--- src/rtl/core/swvm_pkg.sv ---
// shared types, codes and constants of the stereo wavetable voice mixer
`timescale 1ns / 1ps
package swvm_pkg;

  localparam int TABLE_DEPTH_DEF = 65536;
  localparam int ADDR_EXT_W      = 21;
  localparam int LEN_W           = 17;
  localparam int CFG_IDX_W       = 2;
  localparam int STEP_W          = 3;

  localparam logic [1:0] FUNC_LOAD_LOOP = 2'd0;
  localparam logic [1:0] FUNC_LOAD_SHOT = 2'd1;
  localparam logic [1:0] FUNC_FRAME     = 2'd2;

  localparam logic [CFG_IDX_W-1:0] REG_LOOP_LENGTH = 2'd0;
  localparam logic [CFG_IDX_W-1:0] REG_SHOT_LENGTH = 2'd1;

  localparam logic [LEN_W-1:0] LEN_MAX        = 17'h10000;
  localparam logic [LEN_W-1:0] LOOP_LEN_RESET = 17'h10000;
  localparam logic [LEN_W-1:0] SHOT_LEN_RESET = 17'h00000;
  localparam logic [15:0]      WEIGHT_ONE     = 16'h8000;

  // multiplier schedule, one product per cycle
  localparam logic [STEP_W-1:0] STEP_LOOP_AMP   = 3'd0;
  localparam logic [STEP_W-1:0] STEP_SHOT_AMP   = 3'd1;
  localparam logic [STEP_W-1:0] STEP_LOOP_LEFT  = 3'd2;
  localparam logic [STEP_W-1:0] STEP_LOOP_RIGHT = 3'd3;
  localparam logic [STEP_W-1:0] STEP_SHOT_LEFT  = 3'd4;
  localparam logic [STEP_W-1:0] STEP_SHOT_RIGHT = 3'd5;
  localparam logic [STEP_W-1:0] STEP_ACC_RIGHT  = 3'd6;

  typedef struct packed {
    logic               en;
    logic               sel_shot;
    logic [15:0]        addr;
    logic signed [15:0] data;
  } tbl_wr_t;

  typedef struct packed {
    logic        en;
    logic [15:0] loop_addr;
    logic [15:0] shot_addr;
    logic        shot_need;
  } tbl_rd_t;

  typedef struct packed {
    logic              en;
    logic [STEP_W-1:0] step;
  } mix_ctl_t;

  typedef struct packed {
    logic [15:0] amp;
    logic [15:0] bal;
    logic [15:0] rbal;
    logic [18:0] samp5;
    logic [15:0] sbal;
    logic [15:0] srbal;
  } mix_coef_t;

endpackage

--- src/rtl/core/swvm_mix_dp.sv ---
// shared multiplier, left/right accumulators, rounding and saturation
`timescale 1ns / 1ps
module swvm_mix_dp
  import swvm_pkg::*;
(
  input  logic               clk,
  input  mix_ctl_t           ctl,
  input  mix_coef_t          coef,
  input  logic signed [15:0] loop_sample,
  input  logic signed [15:0] shot_sample,
  output logic signed [15:0] left_out,
  output logic signed [15:0] right_out
);

  localparam int ACC_W = 52;
  localparam int QW    = ACC_W - 29;
  localparam logic signed [ACC_W-1:0] RND_HALF = {{(ACC_W-29){1'b0}}, 1'b1, 28'd0};
  localparam logic signed [QW-1:0]    Q_MAX    = QW'(32767);
  localparam logic signed [QW-1:0]    Q_MIN    = -QW'(32768);

  logic signed [32:0]      ls_r;
  logic signed [34:0]      ts_r;
  logic signed [ACC_W-1:0] prod_r, acc_l_r, acc_r_r;
  logic signed [35:0]      x;
  logic signed [19:0]      y;
  logic signed [55:0]      mult;
  logic signed [ACC_W-1:0] sum_l, sum_r;

  function automatic logic signed [15:0] sat_q(input logic signed [QW-1:0] q);
    logic signed [15:0] r;
    if (q > Q_MAX) begin
      r = 16'sh7fff;
    end else if (q < Q_MIN) begin
      r = -16'sh8000;
    end else begin
      r = q[15:0];
    end
    return r;
  endfunction

  always_comb begin
    x = '0;
    y = '0;
    case (ctl.step)
      STEP_LOOP_AMP: begin
        x = {{20{loop_sample[15]}}, loop_sample};
        y = {4'd0, coef.amp};
      end
      STEP_SHOT_AMP: begin
        x = {{20{shot_sample[15]}}, shot_sample};
        y = {1'b0, coef.samp5};
      end
      STEP_LOOP_LEFT: begin
        x = {{3{ls_r[32]}}, ls_r};
        y = {4'd0, coef.bal};
      end
      STEP_LOOP_RIGHT: begin
        x = {{3{ls_r[32]}}, ls_r};
        y = {4'd0, coef.rbal};
      end
      STEP_SHOT_LEFT: begin
        x = {ts_r[34], ts_r};
        y = {4'd0, coef.sbal};
      end
      STEP_SHOT_RIGHT: begin
        x = {ts_r[34], ts_r};
        y = {4'd0, coef.srbal};
      end
      default: begin
        x = '0;
        y = '0;
      end
    endcase
  end

  assign mult = x * y;

  // each product is registered in prod_r, and the step that follows consumes it
  always_ff @(posedge clk) begin
    if (ctl.en) begin
      prod_r <= mult[ACC_W-1:0];
      case (ctl.step)
        STEP_SHOT_AMP:   ls_r    <= prod_r[32:0];
        STEP_LOOP_LEFT:  ts_r    <= prod_r[34:0];
        STEP_LOOP_RIGHT: acc_l_r <= prod_r;
        STEP_SHOT_LEFT:  acc_r_r <= prod_r;
        STEP_SHOT_RIGHT: acc_l_r <= acc_l_r + prod_r;
        STEP_ACC_RIGHT:  acc_r_r <= acc_r_r + prod_r;
        default: begin
        end
      endcase
    end
  end

  // round half up to q1.15, then clip
  assign sum_l = acc_l_r + RND_HALF;
  assign sum_r = acc_r_r + RND_HALF;
  assign left_out  = sat_q(signed'(sum_l[ACC_W-1:29]));
  assign right_out = sat_q(signed'(sum_r[ACC_W-1:29]));

endmodule

--- config.mk ---
export PLATFORM = sky130hd
export DESIGN_NAME = swvm_mix_dp
export DESIGN_NICKNAME = d
export VERILOG_FILES = /design/src/rtl/core/swvm_pkg.sv /design/src/rtl/core/swvm_mix_dp.sv
export SDC_FILE = /design/constraint.sdc
export NUM_CORES = 2
export LEC_CHECK = 0
export BUFFER_PORTS_ARGS = -buffer_cell sky130_fd_sc_hd__buf_2
export CAP_MARGIN = 5
export CORE_MARGIN = 4
export CORE_UTILIZATION = 50
export CTS_CLUSTER_DIAMETER = 200
export DETAILED_ROUTE_END_ITERATION = 8
export PLACE_DENSITY = 0.63
export SLEW_MARGIN = 15
export SYNTH_ARGS = -nofsm -noshare
export SYNTH_HDL_FRONTEND = slang
export SYNTH_SLANG_ARGS = --single-unit
--- constraint.sdc ---
create_clock -name clk -period 16.4 [get_ports clk]
set_clock_uncertainty 0.1 [all_clocks]
set_input_delay 4.92 -clock clk [delete_from_list [all_inputs] [get_ports clk]]
set_output_delay 4.92 -clock clk [all_outputs]
set_load 0.005 [all_outputs]
==> results.md <==
Synth:
- Counting flops with an async set or reset pin after synthesis yields a share of 0%.
- After synthesis the cells add up to 0.03791 mm2.
- The commonest register cell after synthesis is sky130_fd_sc_hd__edfxtp_1.
- By area the synthesized netlist is led by sky130_fd_sc_hd__fa_1, sky130_fd_sc_hd__edfxtp_1, sky130_fd_sc_hd__ha_1, sky130_fd_sc_hd__inv_1, sky130_fd_sc_hd__nand2_1.
- The commonest cells after synthesis are sky130_fd_sc_hd__inv_1, sky130_fd_sc_hd__fa_1, sky130_fd_sc_hd__nand2_1.
- The share of Yosys cell area claimed by the top area cell type is 33.42%.
- The number of nets handed over by synthesis was 5231.
- In this run, synthesis inferred 224 flip-flops with an integrated enable.
- By instance count, the leading cell after synthesis is sky130_fd_sc_hd__inv_1.
- Summing the sequential cell areas from Yosys gives 17.74% of the chip area.
- The Yosys warning count is 0.
- The number of distinct standard cells referenced by the synthesized netlist is 91.
- Counting every instance in the synthesized netlist gives 4225.
- After synthesis the netlist holds a flip-flop and latch count of 224.
- Summed over all instances, the cell type with the most area after synthesis is sky130_fd_sc_hd__fa_1.
- Averaged over all synthesized cells, the footprint is 8.973 um2.

Flow run:
- Max-cap violations in this run came to 0.

Setup path:
- The worst setup path is launched from an input pin.
- The kind of capture point of the worst setup path is a register.
- The critical path data arrival time is 14.53 ns.
- STA puts the critical path data required time at 16.57 ns.
- The worst setup path is of the input pin to register kind.
- The largest fanout on the critical path is 38.

Global route:
- The number of global-route vias before repair came to 30911.
- Entering global routing, the biggest net connects 77 pins.
- The global-route wire length before repair is 173.0 mm.
- The number of antenna violations at the first check in global routing is 1.
- Global routing finished with a remaining overflow of 0.
- The global router's overall resource usage is 27.13%.

Clock network:
- Once the clock tree was built, the setup fixing pass inserted 0 buffers.
- TritonCTS created 23 clock buffers.
- CTS built an H-tree with a depth of 1.
- The root buffer selected by CTS is sky130_fd_sc_hd__clkbuf_16.
- Once the clock tree was built, the resizer swapped 0 gates to a different size.
- The worst-skew pair later-pin latency is 0.53 ns.
- Buffers inserted to repair hold after CTS numbered 0.
- The deepest clock path buffer count is 3.
- The clock transition at the register clock pins on the worst setup and hold paths after CTS is 0.06 ns.
- TritonCTS built the clock tree.
- The number of clock sinks seen by CTS is 224.

Timing:
- Setup repair after global routing left no endpoint under its margin.
- The achievable frequency is 69.66 MHz.
- The number of hold violations in the final report was 0.
- The total count of max-transition violations in the final report is 0.
- Headroom to the max-slew limit came out at 13.10%.
- Setup violations remaining at the end of the flow were counted as 0.
- The final critical path time including I/O delays and setup is 14.36 ns.
- Summed over all failing endpoints, the final setup total negative slack is 0 ns.
- The actual transition at the worst max-transition pin is 1.304 ns.
- The final worst slack is 2.045 ns.
- The final critical-path share of the clock period is 87.53%.

Power:
- Summed over all cells, the static leakage comes to 0.01917 uW.
- The total power density per cell area is 223.0 mW/mm2.
- IR analysis of the VDD net gives a maximum drop of 0.1838 mV.

Die:
- The core box area is 0.07482 mm2.
- The floorplan die area is 0.08030 mm2.
- The die is 283.4 um wide.
- Measured along the y axis, the die boundary spans 283.4 um.
- The boundary pin count is 168.
- The initial utilization of the core area, before any placement, comes to 50.67%.
- Row generation in the floorplan step produced 100 rows.

Run status:
- The flow ran to the end, and the final reports show no timing, DRC or antenna violations.

Placement:
- The pre-CTS worst setup slack is 1.708 ns.
- The count of buffers added on input and output ports is 167.
- The final weighted congestion in routability-driven placement is 0.9451.
- The placed wire-length estimate after detailed placement is 86.42 mm.

Drt:
- The post-route DRC violation count is 0.
- The number of iterations in the first detailed-routing pass is 5.
- The via-per-instance ratio is 5.602.
- The violation count after the first detailed-routing iteration is 2023.
- Detailed routing inserted a total of 29634 vias.
- Summed over all layers, the routed wires come to 107.8 mm.
- After detailed routing, the average wire length per cell comes to 20.37 um.
- In this run the remaining antenna-violating nets after routing total 0.

Layout:
- The layout overhead on the synthesized area is 7.069%.
- The post-route netlist has 7.591% of its cells at a drive strength greater than 1.
- The layout filler cell count is 6967.
- After the last flow step, the layout net total stands at 5312.
- The repair_antennas step left the layout with diodes totalling 0.

Min path:
- The class of the tightest hold or removal check is register to register.
flip-flops by register name, summed over array words and instances (netlist names):
name and flops:
acc_r_r 52, ts_r 35, acc_l_r 52, prod_r 52, ls_r 33
cell usage in the layout (no fill, tap or decap), types with 17 or more instances in the layout:
cell,instances
sky130_fd_sc_hd__a221o_1,19
sky130_fd_sc_hd__nor2b_1,23
sky130_fd_sc_hd__buf_4,62
sky130_fd_sc_hd__and3_1,28
sky130_fd_sc_hd__nand3_1,65
sky130_fd_sc_hd__xnor2_1,106
sky130_fd_sc_hd__o21a_1,39
sky130_fd_sc_hd__and2_1,22
sky130_fd_sc_hd__ha_1,237
sky130_fd_sc_hd__fa_1,633
sky130_fd_sc_hd__edfxtp_1,224
sky130_fd_sc_hd__o21ai_0,191
sky130_fd_sc_hd__nor2_1,394
sky130_fd_sc_hd__o21bai_1,24
sky130_fd_sc_hd__nor3_1,37
sky130_fd_sc_hd__buf_2,167
sky130_fd_sc_hd__a21oi_1,158
sky130_fd_sc_hd__o21ai_1,18
sky130_fd_sc_hd__xor2_1,76
sky130_fd_sc_hd__a31oi_1,21
sky130_fd_sc_hd__a21o_1,78
sky130_fd_sc_hd__inv_1,775
sky130_fd_sc_hd__a221oi_1,17
sky130_fd_sc_hd__nand2b_1,21
sky130_fd_sc_hd__nand2_1,566
sky130_fd_sc_hd__nand4_1,28
sky130_fd_sc_hd__a22oi_1,45
sky130_fd_sc_hd__a211oi_1,22
sky130_fd_sc_hd__clkbuf_16,23
layout make-up:
| cell class | count | area [um2] | area share (%) |
|---|---|---|---|
| Sequential cell | 224 | 6726 | 16.57 |
| Multi-Input combinational cell | 3051 | 27720 | 68.28 |
| Tap cell | 969 | 1212 | 2.987 |
| Clock buffer | 27 | 590.6 | 1.455 |
| Clock inverter | 13 | 122.6 | 0.3021 |
| Timing Repair Buffer | 231 | 1316 | 3.243 |
| Inverter | 775 | 2909 | 7.166 |
final timing paths:
path	from	endpoint	slack, ns	cells after the start
max	ctl[2]	prod_r[50]	2.04	28
min	acc_r_r[0]	acc_r_r[0]	0.53	3
max reg2reg	ts_r[20]	prod_r[50]	7.75	24
min reg2reg	acc_r_r[0]	acc_r_r[0]	0.53	3
stage by stage:
step	utilization (%)	hold slack, ns	total power [uW]	instance area (um2)	cells
2_1_floorplan	-	0.4076	6472	37910	4225
3_3_place_gp	53.28	0.5040	8396	39860	5248
3_5_place_dp	53.28	0.5141	8319	39860	5248
4_1_cts	54.23	0.5273	9019	40580	5288
5_1_grt	54.25	0.5609	10040	40590	5290
6_report	54.25	0.5254	9050	40590	5290
power by group:
group	switching [uW]	leakage [uW]	internal [uW]
Clock	237	0.000343	278
Combinational	4390	0.0167	2940
Sequential	163	0.00209	1040
cell families after synthesis:
kind of cell,Yosys count,share of synthesized area (%)
xor+xnor,182,4.204
fa+ha+maj,870,41.25
compound gates,750,13.16
buf+inv,950,9.435
flops,224,17.74
simple gates,1231,13.72
mux,18,0.4851
worst max-delay path, stage by stage:
cell and delay [ns]:
sky130_fd_sc_hd__buf_2 0.19, sky130_fd_sc_hd__nor2b_2 0.13, sky130_fd_sc_hd__buf_4 0.36, sky130_fd_sc_hd__and2_1 0.88, sky130_fd_sc_hd__a22oi_1 0.21, sky130_fd_sc_hd__nand3_1 1.00
sky130_fd_sc_hd__nand2_1 0.18, sky130_fd_sc_hd__fa_1 0.55, sky130_fd_sc_hd__inv_1 0.06, sky130_fd_sc_hd__fa_1 0.50, sky130_fd_sc_hd__fa_1 0.62, sky130_fd_sc_hd__fa_1 0.45
sky130_fd_sc_hd__fa_1 0.47, sky130_fd_sc_hd__fa_1 0.50, sky130_fd_sc_hd__inv_1 0.05, sky130_fd_sc_hd__fa_1 0.47, sky130_fd_sc_hd__inv_1 0.05, sky130_fd_sc_hd__ha_1 0.38
sky130_fd_sc_hd__nand2_1 0.14, sky130_fd_sc_hd__nor4_1 0.51, sky130_fd_sc_hd__nand4_1 0.15, sky130_fd_sc_hd__o31ai_1 0.55, sky130_fd_sc_hd__o211ai_1 0.29, sky130_fd_sc_hd__a31o_2 0.29
sky130_fd_sc_hd__a21oi_1 0.18, sky130_fd_sc_hd__o21ai_0 0.12, sky130_fd_sc_hd__a31oi_1 0.21, sky130_fd_sc_hd__xor2_1 0.09
routing by layer:
metal  vias up  GRT usage [%]  wire length (um)
met4         2          6.491              2720
met2      1115          43.37             48400
met1     14654          38.31             47070
li1      13724              -                 -
met3       139          5.498              9540
met5         -              0                12
(Power assumes the default switching activity.)
