File: config.mk
export PLATFORM = sky130hd
export DESIGN_NAME = swvm_seq_flat
export DESIGN_NICKNAME = d
export VERILOG_FILES = /design/src/rtl/core/swvm_pkg.sv /design/src/rtl/core/swvm_ifs.sv /design/src/rtl/core/swvm_seq.sv /design/src/flat_wrapper.sv
export SDC_FILE = /design/constraint.sdc
export NUM_CORES = 1
export LEC_CHECK = 0
export BUFFER_PORTS_ARGS = -buffer_cell sky130_fd_sc_hd__buf_2
export CAP_MARGIN = 20
export CORE_ASPECT_RATIO = 0.9
export CORE_UTILIZATION = 40
export DETAILED_ROUTE_END_ITERATION = 8
export PLACE_DENSITY_LB_ADDON = 0.25
export SETUP_SLACK_MARGIN = 0.3
export SLEW_MARGIN = 20
export SYNTH_ARGS = -nofsm -noshare
export SYNTH_HDL_FRONTEND = slang
export SYNTH_SLANG_ARGS = --single-unit
File: constraint.sdc
create_clock -name clk -period 7.4 [get_ports clk]
set_input_delay 0.74 -clock clk [delete_from_list [all_inputs] [get_ports clk]]
set_output_delay 0.74 -clock clk [all_outputs]
set_load 0.05 [all_outputs]
File: src/rtl/core/swvm_pkg.sv
// shared types, codes and constants of the stereo wavetable voice mixer
`timescale 1ns / 1ps
package swvm_pkg;

  localparam int TABLE_DEPTH_DEF = 65536;
  localparam int ADDR_EXT_W      = 21;
  localparam int LEN_W           = 17;
  localparam int CFG_IDX_W       = 2;
  localparam int STEP_W          = 3;

  localparam logic [1:0] FUNC_LOAD_LOOP = 2'd0;
  localparam logic [1:0] FUNC_LOAD_SHOT = 2'd1;
  localparam logic [1:0] FUNC_FRAME     = 2'd2;

  localparam logic [CFG_IDX_W-1:0] REG_LOOP_LENGTH = 2'd0;
  localparam logic [CFG_IDX_W-1:0] REG_SHOT_LENGTH = 2'd1;

  localparam logic [LEN_W-1:0] LEN_MAX        = 17'h10000;
  localparam logic [LEN_W-1:0] LOOP_LEN_RESET = 17'h10000;
  localparam logic [LEN_W-1:0] SHOT_LEN_RESET = 17'h00000;
  localparam logic [15:0]      WEIGHT_ONE     = 16'h8000;

  // multiplier schedule, one product per cycle
  localparam logic [STEP_W-1:0] STEP_LOOP_AMP   = 3'd0;
  localparam logic [STEP_W-1:0] STEP_SHOT_AMP   = 3'd1;
  localparam logic [STEP_W-1:0] STEP_LOOP_LEFT  = 3'd2;
  localparam logic [STEP_W-1:0] STEP_LOOP_RIGHT = 3'd3;
  localparam logic [STEP_W-1:0] STEP_SHOT_LEFT  = 3'd4;
  localparam logic [STEP_W-1:0] STEP_SHOT_RIGHT = 3'd5;
  localparam logic [STEP_W-1:0] STEP_ACC_RIGHT  = 3'd6;

  typedef struct packed {
    logic               en;
    logic               sel_shot;
    logic [15:0]        addr;
    logic signed [15:0] data;
  } tbl_wr_t;

  typedef struct packed {
    logic        en;
    logic [15:0] loop_addr;
    logic [15:0] shot_addr;
    logic        shot_need;
  } tbl_rd_t;

  typedef struct packed {
    logic              en;
    logic [STEP_W-1:0] step;
  } mix_ctl_t;

  typedef struct packed {
    logic [15:0] amp;
    logic [15:0] bal;
    logic [15:0] rbal;
    logic [18:0] samp5;
    logic [15:0] sbal;
    logic [15:0] srbal;
  } mix_coef_t;

endpackage

File: src/rtl/core/swvm_ifs.sv
// channel interfaces: input items, results and register writes
`timescale 1ns / 1ps
interface swvm_in_if;
  logic               valid;
  logic               ready;
  logic [1:0]         func;
  logic [15:0]        load_addr;
  logic signed [15:0] load_sample;
  logic [15:0]        loop_amp;
  logic [15:0]        loop_bal;
  logic [15:0]        shot_amp;
  logic [15:0]        shot_bal;
  logic               shot_trigger;

  modport source (output valid, func, load_addr, load_sample, loop_amp, loop_bal,
                  shot_amp, shot_bal, shot_trigger, input ready);
  modport sink (input valid, func, load_addr, load_sample, loop_amp, loop_bal,
                shot_amp, shot_bal, shot_trigger, output ready);
endinterface


File: src/rtl/core/swvm_seq.sv
// item sequencer: voice positions, loop wrap remainder, table and multiplier control
`timescale 1ns / 1ps
module swvm_seq
  import swvm_pkg::*;
(
  input  logic             clk,
  input  logic             rst_n,
  swvm_in_if.sink          in_ch,
  input  logic [LEN_W-1:0] loop_len_eff,
  input  logic [LEN_W-1:0] shot_len_eff,
  input  logic             res_take,
  output tbl_wr_t          tbl_wr,
  output tbl_rd_t          tbl_rd,
  output mix_ctl_t         mix_ctl,
  output mix_coef_t        mix_coef,
  output logic             res_valid,
  output logic             shot_active
);

  localparam logic [2:0] S_IDLE = 3'd0;
  localparam logic [2:0] S_MOD  = 3'd1;
  localparam logic [2:0] S_RD   = 3'd2;
  localparam logic [2:0] S_MUL  = 3'd3;
  localparam logic [2:0] S_OUT  = 3'd4;

  logic [2:0]        state_r, state_nxt;
  logic [15:0]       loop_pos_r, loop_pos_nxt;
  logic [16:0]       shot_pos_r, shot_pos_nxt;
  logic              shot_play_r, shot_play_nxt;
  logic [15:0]       rem_r, rem_nxt;
  logic [3:0]        cnt_r, cnt_nxt;
  logic [STEP_W-1:0] step_r, step_nxt;
  logic              shot_need_r, shot_need_nxt;
  logic [15:0]       shot_addr_r, shot_addr_nxt;
  logic              active_r, active_nxt;
  mix_coef_t         coef_r, coef_nxt;

  logic        accept, frame_acc;
  logic        play1, need, play2;
  logic [16:0] pos1, pos2;
  logic [31:0] len_sh;
  logic [15:0] lbal, sbal;

  function automatic logic [15:0] clamp_bal(input logic [15:0] b);
    return (b > WEIGHT_ONE) ? WEIGHT_ONE : b;
  endfunction

  assign in_ch.ready = (state_r == S_IDLE);
  assign accept      = in_ch.valid && in_ch.ready;
  assign frame_acc   = accept && (in_ch.func == FUNC_FRAME);

  always_comb begin
    tbl_wr.en       = accept && ((in_ch.func == FUNC_LOAD_LOOP) ||
                                 (in_ch.func == FUNC_LOAD_SHOT));
    tbl_wr.sel_shot = (in_ch.func == FUNC_LOAD_SHOT);
    tbl_wr.addr     = in_ch.load_addr;
    tbl_wr.data     = in_ch.load_sample;
  end

  // one-shot voice step, resolved when the frame is taken
  always_comb begin
    play1 = in_ch.shot_trigger || shot_play_r;
    pos1  = in_ch.shot_trigger ? 17'd0 : shot_pos_r;
    need  = play1 && (pos1 < shot_len_eff);
    pos2  = need ? pos1 + 17'd1 : pos1;
    play2 = play1 && (pos2 < shot_len_eff);
  end

  assign lbal   = clamp_bal(in_ch.loop_bal);
  assign sbal   = clamp_bal(in_ch.shot_bal);
  assign len_sh = {15'd0, loop_len_eff} << cnt_r;

  always_comb begin
    state_nxt     = state_r;
    loop_pos_nxt  = loop_pos_r;
    shot_pos_nxt  = shot_pos_r;
    shot_play_nxt = shot_play_r;
    rem_nxt       = rem_r;
    cnt_nxt       = cnt_r;
    step_nxt      = step_r;
    shot_need_nxt = shot_need_r;
    shot_addr_nxt = shot_addr_r;
    active_nxt    = active_r;
    coef_nxt      = coef_r;
    tbl_rd.en        = 1'b0;
    tbl_rd.loop_addr = rem_r;
    tbl_rd.shot_addr = shot_addr_r;
    tbl_rd.shot_need = shot_need_r;
    mix_ctl.en   = 1'b0;
    mix_ctl.step = step_r;
    res_valid    = 1'b0;
    case (state_r)
      S_IDLE: begin
        if (frame_acc) begin
          shot_pos_nxt   = pos2;
          shot_play_nxt  = play2;
          active_nxt     = play2;
          shot_need_nxt  = need;
          shot_addr_nxt  = pos1[15:0];
          rem_nxt        = loop_pos_r;
          cnt_nxt        = 4'd15;
          coef_nxt.amp   = in_ch.loop_amp;
          coef_nxt.bal   = lbal;
          coef_nxt.rbal  = WEIGHT_ONE - lbal;
          coef_nxt.samp5 = {1'b0, in_ch.shot_amp, 2'b00} + {3'b000, in_ch.shot_amp};
          coef_nxt.sbal  = sbal;
          coef_nxt.srbal = WEIGHT_ONE - sbal;
          state_nxt      = S_MOD;
        end
      end
      S_MOD: begin
        // restoring remainder, runs once the position reaches the loop length
        if ({16'd0, rem_r} < {15'd0, loop_len_eff}) begin
          state_nxt = S_RD;
        end else begin
          if ({16'd0, rem_r} >= len_sh) begin
            rem_nxt = rem_r - len_sh[15:0];
          end
          cnt_nxt = cnt_r - 4'd1;
        end
      end
      S_RD: begin
        tbl_rd.en    = 1'b1;
        loop_pos_nxt = rem_r + 16'd1;
        step_nxt     = STEP_LOOP_AMP;
        state_nxt    = S_MUL;
      end
      S_MUL: begin
        mix_ctl.en = 1'b1;
        step_nxt   = step_r + 3'd1;
        if (step_r == STEP_ACC_RIGHT) begin
          state_nxt = S_OUT;
        end
      end
      S_OUT: begin
        res_valid = 1'b1;
        if (res_take) begin
          state_nxt = S_IDLE;
        end
      end
      default: begin
        state_nxt = S_IDLE;
      end
    endcase
  end

  always_ff @(posedge clk) begin
    if (!rst_n) begin
      state_r     <= S_IDLE;
      loop_pos_r  <= '0;
      shot_pos_r  <= '0;
      shot_play_r <= 1'b0;
      step_r      <= STEP_LOOP_AMP;
    end else begin
      state_r     <= state_nxt;
      loop_pos_r  <= loop_pos_nxt;
      shot_pos_r  <= shot_pos_nxt;
      shot_play_r <= shot_play_nxt;
      step_r      <= step_nxt;
    end
  end

  always_ff @(posedge clk) begin
    rem_r       <= rem_nxt;
    cnt_r       <= cnt_nxt;
    shot_need_r <= shot_need_nxt;
    shot_addr_r <= shot_addr_nxt;
    active_r    <= active_nxt;
    coef_r      <= coef_nxt;
  end

  assign mix_coef    = coef_r;
  assign shot_active = active_r;

endmodule

File: src/flat_wrapper.sv
// flat-port wrapper written by rule: the top's interface ports become plain ports
module swvm_seq_flat import swvm_pkg::*;
  (clk, rst_n, loop_len_eff, shot_len_eff, res_take, tbl_wr, tbl_rd, mix_ctl, mix_coef, res_valid, shot_active, in_ch_valid, in_ch_func, in_ch_load_addr, in_ch_load_sample, in_ch_loop_amp, in_ch_loop_bal, in_ch_shot_amp, in_ch_shot_bal, in_ch_shot_trigger, in_ch_ready);
  swvm_in_if in_ch_i ();
  input  logic clk;
  input  logic rst_n;
  input  logic [LEN_W-1:0] loop_len_eff;
  input  logic [LEN_W-1:0] shot_len_eff;
  input  logic res_take;
  output tbl_wr_t tbl_wr;
  output tbl_rd_t tbl_rd;
  output mix_ctl_t mix_ctl;
  output mix_coef_t mix_coef;
  output logic res_valid;
  output logic shot_active;
  input wire logic [$bits(in_ch_i.valid)-1:0] in_ch_valid;
  input wire logic [$bits(in_ch_i.func)-1:0] in_ch_func;
  input wire logic [$bits(in_ch_i.load_addr)-1:0] in_ch_load_addr;
  input wire logic [$bits(in_ch_i.load_sample)-1:0] in_ch_load_sample;
  input wire logic [$bits(in_ch_i.loop_amp)-1:0] in_ch_loop_amp;
  input wire logic [$bits(in_ch_i.loop_bal)-1:0] in_ch_loop_bal;
  input wire logic [$bits(in_ch_i.shot_amp)-1:0] in_ch_shot_amp;
  input wire logic [$bits(in_ch_i.shot_bal)-1:0] in_ch_shot_bal;
  input wire logic [$bits(in_ch_i.shot_trigger)-1:0] in_ch_shot_trigger;
  output wire logic [$bits(in_ch_i.ready)-1:0] in_ch_ready;
  assign in_ch_i.valid = in_ch_valid;
  assign in_ch_i.func = in_ch_func;
  assign in_ch_i.load_addr = in_ch_load_addr;
  assign in_ch_i.load_sample = in_ch_load_sample;
  assign in_ch_i.loop_amp = in_ch_loop_amp;
  assign in_ch_i.loop_bal = in_ch_loop_bal;
  assign in_ch_i.shot_amp = in_ch_shot_amp;
  assign in_ch_i.shot_bal = in_ch_shot_bal;
  assign in_ch_i.shot_trigger = in_ch_shot_trigger;
  assign in_ch_ready = in_ch_i.ready;
  swvm_seq u_core (.clk(clk), .rst_n(rst_n), .in_ch(in_ch_i), .loop_len_eff(loop_len_eff), .shot_len_eff(shot_len_eff), .res_take(res_take), .tbl_wr(tbl_wr), .tbl_rd(tbl_rd), .mix_ctl(mix_ctl), .mix_coef(mix_coef), .res_valid(res_valid), .shot_active(shot_active));
endmodule
==> reports/metrics.cfg <==
[cts]
cts_tree = done
cts_hold_buf = 0
numClockSinks = 175
cts_max_level = 4
clock_path_buffers = 2
cts_buffers = 17
cts-root-buf = clkbuf_16
clk_latency_ns = 0.43
postCtsSetupBuffers = 0
clkTransAtPathRegs_ns = 0.07
ctsResizeCount = 0

[worst_hold_path]
worstHoldStart = in_ch_loop_amp[13]
hold_end = u_core.mix_coef[96]
worstHoldPathType = in -> reg
hold_depth = 1

[synth]
ys_ff_latch = 175
synthesis.nets = 1355
ys_warn_count = 0
synth.avg_cell_area_um2 = 9.85
yosysMostFrequentCell = edfxtp_1
synthTopCellsByCount = 135 x edfxtp_1, 100 x nor2_1, 85 x nand2_1, 82 x ha_1, 71 x inv_1
synth_cell_type_count = 76
yosys-top-cells-area = edfxtp_1 36%, ha_1 9.2%, dfxtp_1 7.2%
synth_top_cell_by_area = edfxtp_1
seq_area_frac_synth_pct = 43.5
ys.flop_type = edfxtp_1
synth_top_area_share_pct = 36.3
synthCells = 1134
async_flop_share_pct = 0
syn-cell-area_um2 = 11200
synth_edf_count = 135

[place]
place.gp.congestion = 0.894
dp_hpwl_um = 21000
port_buffers = 246

[worst_setup_path]
setup.reg_to_reg.worst_slack_ns = 2.35
cp-start-kind = flip-flop
arrival_ns = 5.10
path_max_fanout = 26
r2r-start = u_core.cnt_r[0]
cp.required_ns = 7.45
slowest_stage = edfxtp_1
critPathKind = reg -> reg
max_stage_delay_ns = 1.02
worst_r2r_endpoint = u_core.rem_r[4]
rr_worst_depth = 12
worstPathCellList = mux2i_1, o21ai_0, o21ai_0, or2_2, ha_1, o211ai_1, a21o_1, a211oi_1, a221o_1, o21ai_0, and2_1, o31ai_4
crit_top_cell = o21ai_0
cp-end-kind = flip-flop

[outcome]
outcome = finished, final reports clean

[global_route]
grt_overflow = 0
antenna_found_initial = 0
grt_first_pass_wirelength_um = 43500
grtUsageTotal_pct = 19.3
grt_pass1_vias = 8383
grt_max_degree = 63

[finish]
fin_util_pct = 47.7
syn2layout_area_growth_pct = 16.5
drive_gt1_share_pct = 23.8
n_antenna_cell = 0
finalNetCount = 1548

[die]
start_util_pct = 41.0
die_width_um = 178
io_pins = 311
core_um2 = 27200
rows = 57
die_area_um2 = 28600
die_y_um = 160

[power]
power_frac_comb_pct = 21.1
p_per_area_nw_per_um2 = 198
intPower_mw = 1.75
p_leak_nw = 5.45
pwr-share-clk_pct = 33.5
vdd_drop_max_mv = 0.190
p_sw_share_pct = 32.0
seqPwrFrac_pct = 45.4
p_switching_mw = 0.822

[sta]
rsz0062_at_grt = no
hold_viol = 0
report.final.slew_viol_count = 0
setup_viol_count_final = 0
fin_setup_tns_ns = 0
relSlewSlack_pct = 31.8
skew_ns = 0.00879
max_freq_mhz = 198
fin_crit_ns = 5.05
tightest_slew_ns = 1.02
fin_crit_sh_pct = 68.3

[drt]
vias = 9014
drc_errors = 0
ant_nets = 0
avgViaCountPerCell = 5.32
wirelength_um = 27800
wire_per_inst_um = 16.4
first_pass_iters = 5
drtIter0Drc = 597

[job]
drv_cap = 0

registers in the layout, summed over array words and instances (netlist names):
register and cells:
u_core.step_r 3, u_core.shot_play_r 1, u_core.state_r 3, u_core.rem_r 16, u_core.shot_need_r 1, u_core.loop_pos_r 16, u_core.shot_active 1, u_core.mix_coef 97
u_core.shot_addr_r 16, u_core.shot_pos_r 17, u_core.cnt_r 4
worst max-delay path: cells and delay by family (launching register included):
kind | cells | cell delay (ns)
AO/OA/AOI/OAI | 8 | 2.52
flip-flops | 1 | 1.02
adder cells (fa/ha/maj) | 1 | 0.38
multiplexers | 1 | 0.22
AND/OR/NAND/NOR | 2 | 0.51
metrics by stage:
step	hold WS, ns	worst slack [ns]	cells	area (µm²)	total power [mW]
after detailed placement	0.476	2.09	1662	12400	1.73
final	0.482	2.35	1694	13000	2.57
after global placement	0.468	2.26	1662	12400	1.72
after floorplan	0.446	2.08	1134	11200	1.63
after global routing	0.447	1.89	1694	13000	2.69
after CTS	0.455	2.33	1694	13000	2.60
metal layers:
layer / vias to the layer above / track usage [%] / part of all wire (%)
met3: 30 / 4.45 / 7.1
met2: 275 / 30.5 / 46
met5: - / 0 / 0
met4: 0 / 5.36 / 1.2
met1: 4227 / 26.2 / 46
li1: 4482 / - / -
cell families after synthesis:
kind of cell	after synthesis	share of synthesized area [%]
buffers and inverters	149	6.44
AND/OR/NAND/NOR	390	18.3
multiplexers	23	3.12
AO/OA/AOI/OAI	246	13.8
flip-flops	175	43.5
XOR/XNOR	67	5.26
adder cells (fa/ha/maj)	84	9.55
how the worst max path moves through the flow:
stage	end	from
6_report	u_core.rem_r[4]	u_core.cnt_r[0]
5_1_grt	u_core.rem_r[4]	u_core.cnt_r[0]
4_1_cts	u_core.rem_r[6]	u_core.cnt_r[0]
3_5_place_dp	u_core.shot_play_r	in_ch_shot_trigger
3_3_place_gp	u_core.shot_play_r	in_ch_shot_trigger
2_1_floorplan	u_core.shot_pos_r[1]	u_core.state_r[1]
power groups by stage:
stage               clock network (mW)  registers [mW]  logic (mW)
global placement                     0            1.19       0.535
CTS                              0.893            1.17       0.543
floorplan                            0            1.29       0.334
detailed placement                   0            1.19       0.541
finish                           0.861            1.17       0.541
global route                     0.925            1.17       0.594
cell usage in the layout (no fill, tap or decap), drive strengths merged, types with 5 or more instances in the layout:
cell type | netlist | routed
a211o | 6 | 6
a211oi | 21 | 21
a21o | 17 | 17
a21oi | 69 | 69
a22oi | 5 | 5
a31oi | 10 | 10
and2 | 14 | 14
and3 | 9 | 9
buf | 49 | 251
clkbuf | 28 | 18
dfxtp | 40 | 40
edfxtp | 135 | 135
ha | 82 | 82
inv | 71 | 79
mux2i | 10 | 10
mux4 | 9 | 9
nand2 | 86 | 86
nand2b | 15 | 15
nand3 | 24 | 24
nand4 | 25 | 25
nor2 | 100 | 100
nor2b | 47 | 47
nor3 | 20 | 20
nor3b | 6 | 6
nor4 | 8 | 8
o211ai | 9 | 9
o21a | 6 | 6
o21ai | 69 | 69
o31ai | 5 | 5
or2 | 6 | 6
or3 | 7 | 7
or4 | 9 | 9
xnor2 | 47 | 47
xor2 | 20 | 20
area by class of cell:
class | instances | area (µm²)
inverter | 72 | 273
timing repair buffer | 251 | 1270
clock buffer | 18 | 429
clock inverter | 14 | 129
sequential | 175 | 4850
tap | 354 | 443
fill | 2618 | 14200
multi-input combinational | 810 | 5610
No activity file was read; power rests on OpenSTA's default activity.
